===== src/rtl/abf_pkg.sv =====
// Package for the angle bracket line framer: sizes, character codes,
// transaction structs and the control command between framer and emitter.
package abf_pkg;

    localparam int LINE_MAX = 64;
    localparam int ADDR_W   = $clog2(LINE_MAX);
    localparam int LEN_W    = $clog2(LINE_MAX + 1);

    localparam logic [LEN_W-1:0] LEN_LIMIT = LEN_W'(LINE_MAX - 1);

    localparam logic [7:0] CH_LT = 8'h3C;
    localparam logic [7:0] CH_GT = 8'h3E;
    localparam logic [7:0] CH_CR = 8'h0D;
    localparam logic [7:0] CH_LF = 8'h0A;

    localparam logic ACT_BYTE = 1'b0;
    localparam logic ACT_TICK = 1'b1;

    localparam logic [15:0] TIMEOUT_RESET = 16'd100;

    typedef struct packed {
        logic       action;
        logic [7:0] byte_value;
    } in_item_t;

    typedef struct packed {
        logic [7:0] line_byte;
        logic       last_of_line;
    } out_item_t;

    typedef struct packed {
        logic              wr_en;
        logic [ADDR_W-1:0] wr_addr;
        logic [7:0]        wr_data;
        logic              emit;
        logic [LEN_W-1:0]  emit_len;
    } ctl_cmd_t;

endpackage


===== src/rtl/abf_ctl.sv =====
// Framer control: phase, frame length, idle tick counter and timeout register.
// Issues line memory writes and the emit request. Depends on abf_pkg.
module abf_ctl (
    input  logic              clk,
    input  logic              rst_n,
    input  logic              take,
    input  abf_pkg::in_item_t item,
    input  logic              cfg_wr_en,
    input  logic [15:0]       cfg_wr_data,
    output abf_pkg::ctl_cmd_t cmd
);
    import abf_pkg::*;

    localparam logic [1:0] PH_WAIT_START = 2'd0;
    localparam logic [1:0] PH_IN_FRAME   = 2'd1;
    localparam logic [1:0] PH_WAIT_LF    = 2'd2;

    logic [15:0]      timeout_reg;
    logic [1:0]       phase_reg, phase_next;
    logic [LEN_W-1:0] len_reg, len_next;
    logic [15:0]      idle_reg, idle_next;
    logic [15:0]      idle_inc;
    logic [7:0]       b;

    assign b        = item.byte_value;
    assign idle_inc = (idle_reg == 16'hFFFF) ? idle_reg : idle_reg + 16'd1;

    always_comb
    begin
        phase_next   = phase_reg;
        len_next     = len_reg;
        idle_next    = idle_reg;
        cmd          = '0;
        cmd.wr_addr  = len_reg[ADDR_W-1:0];
        cmd.wr_data  = b;
        cmd.emit_len = len_reg;
        if (take)
        begin
            if (item.action == ACT_TICK)
            begin
                idle_next = idle_inc;
                if (phase_reg != PH_WAIT_START && idle_inc >= timeout_reg)
                begin
                    phase_next = PH_WAIT_START;
                    len_next   = '0;
                end
            end
            else
            begin
                idle_next = '0;
                if (b == CH_LT)
                begin
                    // '<' restarts the frame in every phase
                    cmd.wr_en   = 1'b1;
                    cmd.wr_addr = '0;
                    cmd.wr_data = CH_LT;
                    len_next    = LEN_W'(1);
                    phase_next  = PH_IN_FRAME;
                end
                else
                begin
                    unique case (phase_reg)
                        PH_WAIT_START:
                        begin
                        end
                        PH_IN_FRAME:
                        begin
                            if (b == CH_CR || b == CH_LF || len_reg >= LEN_LIMIT)
                            begin
                                phase_next = PH_WAIT_START;
                                len_next   = '0;
                            end
                            else
                            begin
                                cmd.wr_en = 1'b1;
                                len_next  = len_reg + LEN_W'(1);
                                if (b == CH_GT)
                                    phase_next = PH_WAIT_LF;
                            end
                        end
                        PH_WAIT_LF:
                        begin
                            if (b != CH_CR)
                            begin
                                if (b == CH_LF && len_reg != '0 && len_reg < LEN_LIMIT)
                                    cmd.emit = 1'b1;
                                phase_next = PH_WAIT_START;
                                len_next   = '0;
                            end
                        end
                        default:
                        begin
                            phase_next = PH_WAIT_START;
                            len_next   = '0;
                        end
                    endcase
                end
            end
        end
    end

    always_ff @(posedge clk or negedge rst_n)
    begin
        if (!rst_n)
        begin
            timeout_reg <= TIMEOUT_RESET;
            phase_reg   <= PH_WAIT_START;
            len_reg     <= '0;
            idle_reg    <= '0;
        end
        else
        begin
            if (cfg_wr_en)
                timeout_reg <= cfg_wr_data;
            phase_reg <= phase_next;
            len_reg   <= len_next;
            idle_reg  <= idle_next;
        end
    end

endmodule


===== src/rtl/angle_bracket_line_framer_unit.sv =====
// Angle bracket line framer top level: line memory and frame emitter.
// Depends on abf_pkg and abf_ctl.
//
// Input channel in_valid/in_stall/in_item carries received bytes
// (action 0) and millisecond ticks (action 1). A frame '<'...'>' followed
// by CRs and an LF is sent on out_valid/out_stall/out_item, one transaction
// per byte, last_of_line on the '>'.
// An input transaction is taken whenever no frame is being sent.
// The LF that completes a frame starts the emitter: each byte is read
// from the line memory (EM_READ) and then shown on the output (EM_SHOW);
// the next byte is not read until the shown one is taken, and in_stall
// is high while the emitter is busy.
// out_stall holds the shown byte unchanged; the emitter waits.
// cfg_wr_en/cfg_wr_data write the idle timeout in ticks (reset 100).
// Reset returns to waiting for '<', clears the idle counter and out_valid
// (out_item is not reset); the line memory is not cleared.
module angle_bracket_line_framer_unit (
    input  logic               clk,
    input  logic               rst_n,
    input  logic               in_valid,
    output logic               in_stall,
    input  abf_pkg::in_item_t  in_item,
    output logic               out_valid,
    input  logic               out_stall,
    output abf_pkg::out_item_t out_item,
    input  logic               cfg_wr_en,
    input  logic [15:0]        cfg_wr_data
);
    import abf_pkg::*;

    localparam logic [1:0] EM_IDLE = 2'd0;
    localparam logic [1:0] EM_READ = 2'd1;
    localparam logic [1:0] EM_SHOW = 2'd2;

    logic [7:0]        line_mem [LINE_MAX];
    logic [7:0]        rd_data_reg;
    logic              rd_en;
    logic [ADDR_W-1:0] rd_addr;

    logic [1:0]        em_reg, em_next;
    logic [ADDR_W-1:0] idx_reg, idx_next;
    logic [LEN_W-1:0]  len_reg, len_next;
    logic              out_valid_reg, out_valid_next;
    out_item_t         out_reg, out_next;

    logic              take;
    logic              is_last;
    ctl_cmd_t          cmd;

    assign in_stall = (em_reg != EM_IDLE);
    assign take     = in_valid && !in_stall;
    assign is_last  = (LEN_W'(idx_reg) + LEN_W'(1)) == len_reg;

    abf_ctl u_ctl (
        .clk         (clk),
        .rst_n       (rst_n),
        .take        (take),
        .item        (in_item),
        .cfg_wr_en   (cfg_wr_en),
        .cfg_wr_data (cfg_wr_data),
        .cmd         (cmd)
    );

    // writes only happen while idle, so a read never meets a pending write
    always_ff @(posedge clk)
    begin
        if (cmd.wr_en)
            line_mem[cmd.wr_addr] <= cmd.wr_data;
        if (rd_en)
            rd_data_reg <= line_mem[rd_addr];
    end

    always_comb
    begin
        em_next        = em_reg;
        idx_next       = idx_reg;
        len_next       = len_reg;
        out_valid_next = out_valid_reg;
        out_next       = out_reg;
        rd_en          = 1'b0;
        rd_addr        = idx_reg;
        unique case (em_reg)
            EM_IDLE:
            begin
                if (cmd.emit)
                begin
                    rd_en    = 1'b1;
                    rd_addr  = '0;
                    idx_next = '0;
                    len_next = cmd.emit_len;
                    em_next  = EM_READ;
                end
            end
            EM_READ:
            begin
                out_next.line_byte    = rd_data_reg;
                out_next.last_of_line = is_last;
                out_valid_next        = 1'b1;
                em_next               = EM_SHOW;
            end
            EM_SHOW:
            begin
                if (!out_stall)
                begin
                    out_valid_next = 1'b0;
                    if (out_reg.last_of_line)
                        em_next = EM_IDLE;
                    else
                    begin
                        idx_next = idx_reg + ADDR_W'(1);
                        rd_en    = 1'b1;
                        rd_addr  = idx_reg + ADDR_W'(1);
                        em_next  = EM_READ;
                    end
                end
            end
            default:
            begin
                out_valid_next = 1'b0;
                em_next        = EM_IDLE;
            end
        endcase
    end

    always_ff @(posedge clk or negedge rst_n)
    begin
        if (!rst_n)
        begin
            em_reg        <= EM_IDLE;
            out_valid_reg <= 1'b0;
        end
        else
        begin
            em_reg        <= em_next;
            out_valid_reg <= out_valid_next;
        end
    end

    always_ff @(posedge clk)
    begin
        idx_reg <= idx_next;
        len_reg <= len_next;
        out_reg <= out_next;
    end

    assign out_valid = out_valid_reg;
    assign out_item  = out_reg;

endmodule


===== config.mk =====
export PLATFORM = sky130hd
export DESIGN_NAME = angle_bracket_line_framer_unit
export DESIGN_NICKNAME = d
export VERILOG_FILES = /design/src/rtl/abf_pkg.sv /design/src/rtl/abf_ctl.sv /design/src/rtl/angle_bracket_line_framer_unit.sv
export SDC_FILE = /design/constraint.sdc
export NUM_CORES = 1
export LEC_CHECK = 0
export ABC_AREA = 1
export CAP_MARGIN = 20
export CORE_MARGIN = 4
export CORE_UTILIZATION = 55
export CTS_CLUSTER_DIAMETER = 200
export DETAILED_ROUTE_END_ITERATION = 12
export DONT_BUFFER_PORTS = 1
export HOLD_SLACK_MARGIN = 0.15
export PLACE_DENSITY = 0.8
export SLEW_MARGIN = 10
export SYNTH_ARGS = -nofsm -noshare
export SYNTH_HDL_FRONTEND = slang
export SYNTH_SLANG_ARGS = --single-unit

===== constraint.sdc =====
create_clock -name clk -period 3.3 [get_ports clk]
set_clock_uncertainty 0.15 [all_clocks]
set_input_delay 0.99 -clock clk [delete_from_list [all_inputs] [get_ports clk]]
set_output_delay 0.99 -clock clk [all_outputs]
set_load 0.02 [all_outputs]

==> impl_metrics.tcl <==
set metrics [dict create \
    hold_path.class "reg -> reg" \
    row_count 80 \
    postSynth.asyncResetShare 0.07509 \
    floorplan.die.height_um 228.3 \
    critical_path.reg2reg.endpoint "u_ctl.len_reg[4]" \
    clk-insertion-delay-late_ns 0.63 \
    cts_htree_levels 2 \
    cts.path.max_buffers 3 \
    groute.layer.met3.usage 0.05202 \
    cp.required_ns 3.66 \
    grt_start_max_net_pins 73 \
    ff2ff_setup_slack_ns -0.39 \
    number_of_vias_after_detailed_routing 19560 \
    power.density_cell_area_nw_per_um2 561.3 \
    area_share_of_the_largest_cell_type_after_synthesis 0.6032 \
    synth-seq-area-share 0.6491 \
    groute.layer.met1.usage 0.3364 \
    wire_length_of_the_first_global_routing_pass_um 106000 \
    drive_gt1_frac 0.1401 \
    numPortBuffers 0 \
    clkSinkCount 586 \
    worst_setup_slack_final_ns -0.3874 \
    initial_core_utilization 0.5577 \
    rr_worst_depth 21 \
    setup.worst_path.start_class "flip-flop" \
    ir_drop_v 0.0004566 \
    synthFlopType "edfxtp_1" \
    final_net_count 2723 \
    antenna_violating_nets_post_route 0 \
    netlist_area_um2 26680 \
    dp_slack_ns -0.3396 \
    gp_congestion 0.9237 \
    synth_commonest_cells "552 x nand3_1, 536 x edfxtp_1, 449 x nand2_1" \
    synthTopCellsByArea "edfxtp_1 60%, nand3_1 10%, nand2_1 6.3%" \
    cts-root-buf "clkbuf_16" \
    critPathCapture "u_ctl.len_reg[4]" \
    end_kind "flip-flop" \
    number_of_enable_flip_flop_cells_after_synthesis 536 \
    fmax_ghz 0.2712 \
    dieArea_um2 52100 \
    synth_adder_area_share 0.009379 \
    synth_compound_area_frac 0.01623 \
    remaining_drc_errors 0 \
    muxShareOfSynthArea 0.0008441 \
    synth_area_per_cell_um2 10.46 \
    crit_slowest_cell "dfrtp_1" \
    crit_fanout 5 \
    grt-ovfl-total 0 \
    initial_detailed_routing_violation_count 2657 \
    detailed_place_hpwl_um 41020 \
    synth_most_common_cell "nand3_1" \
    max_slew.worst_pin.slew_ns 0.7022 \
    critPathLaunch "u_ctl.idle_reg[1]" \
    gr_util_all_layers 0.2570 \
    max-cap-violations 0 \
    synth_top_family_by_area "simple AND/OR/NAND/NOR gates" \
    report.power.total_mw 17.30 \
    placed_cells 3207 \
    stdcell_count 3335 \
    min_tclk_post_route_ns 3.687 \
    synth_top_area_cell "edfxtp_1" \
    run_status "finished with violations" \
    setup_tns_ns -2.966 \
    gr-max-usage-layer "met2" \
    post-route-period-util 1.117 \
    path_clk_slew_ns 0.06 \
    yosys_warnings 0 \
    worst_flop_to_flop_path_startpoint "u_ctl.idle_reg[1]" \
    synthSimpleGateAreaFrac 0.2350 \
    netlist-cell-type-count 41 \
    grt_setup_unrepaired "yes" \
    post_synth_inst_count 2551 \
    area_growth_pct 15.55 \
    setup_viol 9 \
    largest_reg_flops 512 \
    grt_antenna_before_repair 0 \
    route.final.wire_length_um 68770 \
    viasPerCell 5.864 \
    xor_xnor_portion_of_the_synthesized_cell_area 0.004267 \
    timing.critical_path.cells "ha_2 > nand3_4 > nor4_4 > buf_4 > nand3_4 > nand4_1 > xor2_1 > inv_1 > ha_4 > nand2_1 > o21ai_2 > nand2_1 > o211ai_1 > nand2_1 > nand3_2 > o21ai_2 > a21oi_2 > buf_6 > nand2_2 > o21ai_2 > a21oi_2" \
    cts_inserted_buffers 56 \
    routedWlPerCell_um 20.62 \
    total_count_of_hold_check_failures_in_the_final_report 0 \
    timing.setup.critical_path_class "reg -> reg" \
    placedInstanceArea_um2 28520 \
    die_x_um 228.3 \
    number_of_detailed_route_iterations_in_the_first_pass 7 \
    failed_checks "setup timing" \
    slew_headroom 0.5301 \
    report.final.slew_viol_count 0 \
    first_global_vias 19310 \
    synth_seq_cells 586 \
    power_leakage_nw 12.62 \
    gr-usage-met2 0.4231 \
    largest_stage_delay_on_the_critical_path_ns 0.41 \
    pin_count 41 \
    antenna_cells 0 \
    core-area_um2 47850 \
    critPathArrivalTime_ns 4.04 \
    stdcell_area_um2 30830 \
    cts_tree "done" \
]
## how the worst min path moves through the flow
| stage | slack (ns) | depth (start not counted) | end | start |
|---|---|---|---|---|
| 6_report | 0.28 | 0 | out_item[5] | rd_data_reg[4] |
| 5_1_grt | 0.28 | 1 | u_ctl.timeout_reg[6] | cfg_wr_en |
| 4_1_cts | 0.27 | 1 | u_ctl.timeout_reg[6] | cfg_wr_en |
| 3_5_place_dp | 0.26 | 0 | out_item[5] | rd_data_reg[4] |
| 3_3_place_gp | 0.26 | 0 | out_item[7] | rd_data_reg[6] |
| 2_1_floorplan | 0.25 | 0 | out_item[1] | rd_data_reg[0] |
## stage by stage
stage,hold WS [ns],utilization
final,0.2803,0.6444
after global routing,0.2782,0.6444
after CTS,0.2734,0.6386
after detailed placement,0.2631,0.5961
after global placement,0.2613,0.5961
after floorplan,0.2503,-
## final cells by class
cell class / instances / area [µm²]
clock buffer: 75 / 1523
clock inverter: 30 / 284.0
fill: 3318 / 17020
inverter: 412 / 1548
multi-input combinational: 1417 / 7473
sequential: 586 / 17320
tap: 615 / 769.5
timing repair buffer: 200 / 1911
## report_power, final
| part | internal (mW) | total, mW | leakage [nW] | switching [mW] |
|---|---|---|---|---|
| Clock | 3.57 | 6.35 | 0.877 | 2.78 |
| Combinational | 0.981 | 2.77 | 6.29 | 1.79 |
| Sequential | 8.15 | 8.19 | 5.45 | 0.0368 |
## critical path: cells and delay by family (launching register included)
kind | cells | cell delay (ns)
DFF | 1 | 0.41
adders and majority gates | 2 | 0.52
and+or+nand+nor | 9 | 1.10
AOI/OAI and AO/OA | 6 | 0.68
xor gates and xnor gates | 1 | 0.25
buffers and inverters | 3 | 0.48
## cell families (layout without fill, tap and decap cells)
logic type,count (synthesis),count (layout)
AO/OA/AOI/OAI,79,79
AND/OR/NAND/NOR,1295,1295
buffers and inverters,555,717
multiplexers,2,2
other,1,8
flip-flops,586,586
adder cells (fa/ha/maj),20,20
XOR/XNOR,13,13
## routing by layer
layer / vias to the layer above / part of all wire / wire, µm
met1: 9324 / 0.37 / 25150
met4: 0 / 0.045 / 3127
met3: 220 / 0.11 / 7503
li1: 8831 / - / -
met2: 1183 / 0.48 / 32980
met5: - / 0 / 0
## layout by cell type, fill, tap and decap left out, types with 16 or more instances in the layout
cell,Yosys,layout
nor2_1,92,69
nand3b_1,162,162
clkbuf_16,0,56
edfxtp_1,536,536
nand2_1,449,440
ha_1,20,16
nand3_1,552,542
dfrtp_1,41,39
nor2_2,2,22
o21ai_0,43,32
inv_1,405,400
buf_12,0,28
buf_4,12,163
## what timing repair did
| action | CTS | global route |
|---|---|---|
| endpoints found under the setup margin | 9 | 151 |
| resized for setup | 28 | 58 |
| setup buffers | 12 | 8 |
| hold endpoints to repair | 44 | 0 |
| pin swaps | 2 | 23 |
| cloned | 1 | 0 |
| hold buffers | 2 | 0 |
Power figures use the tool's default switching activity.
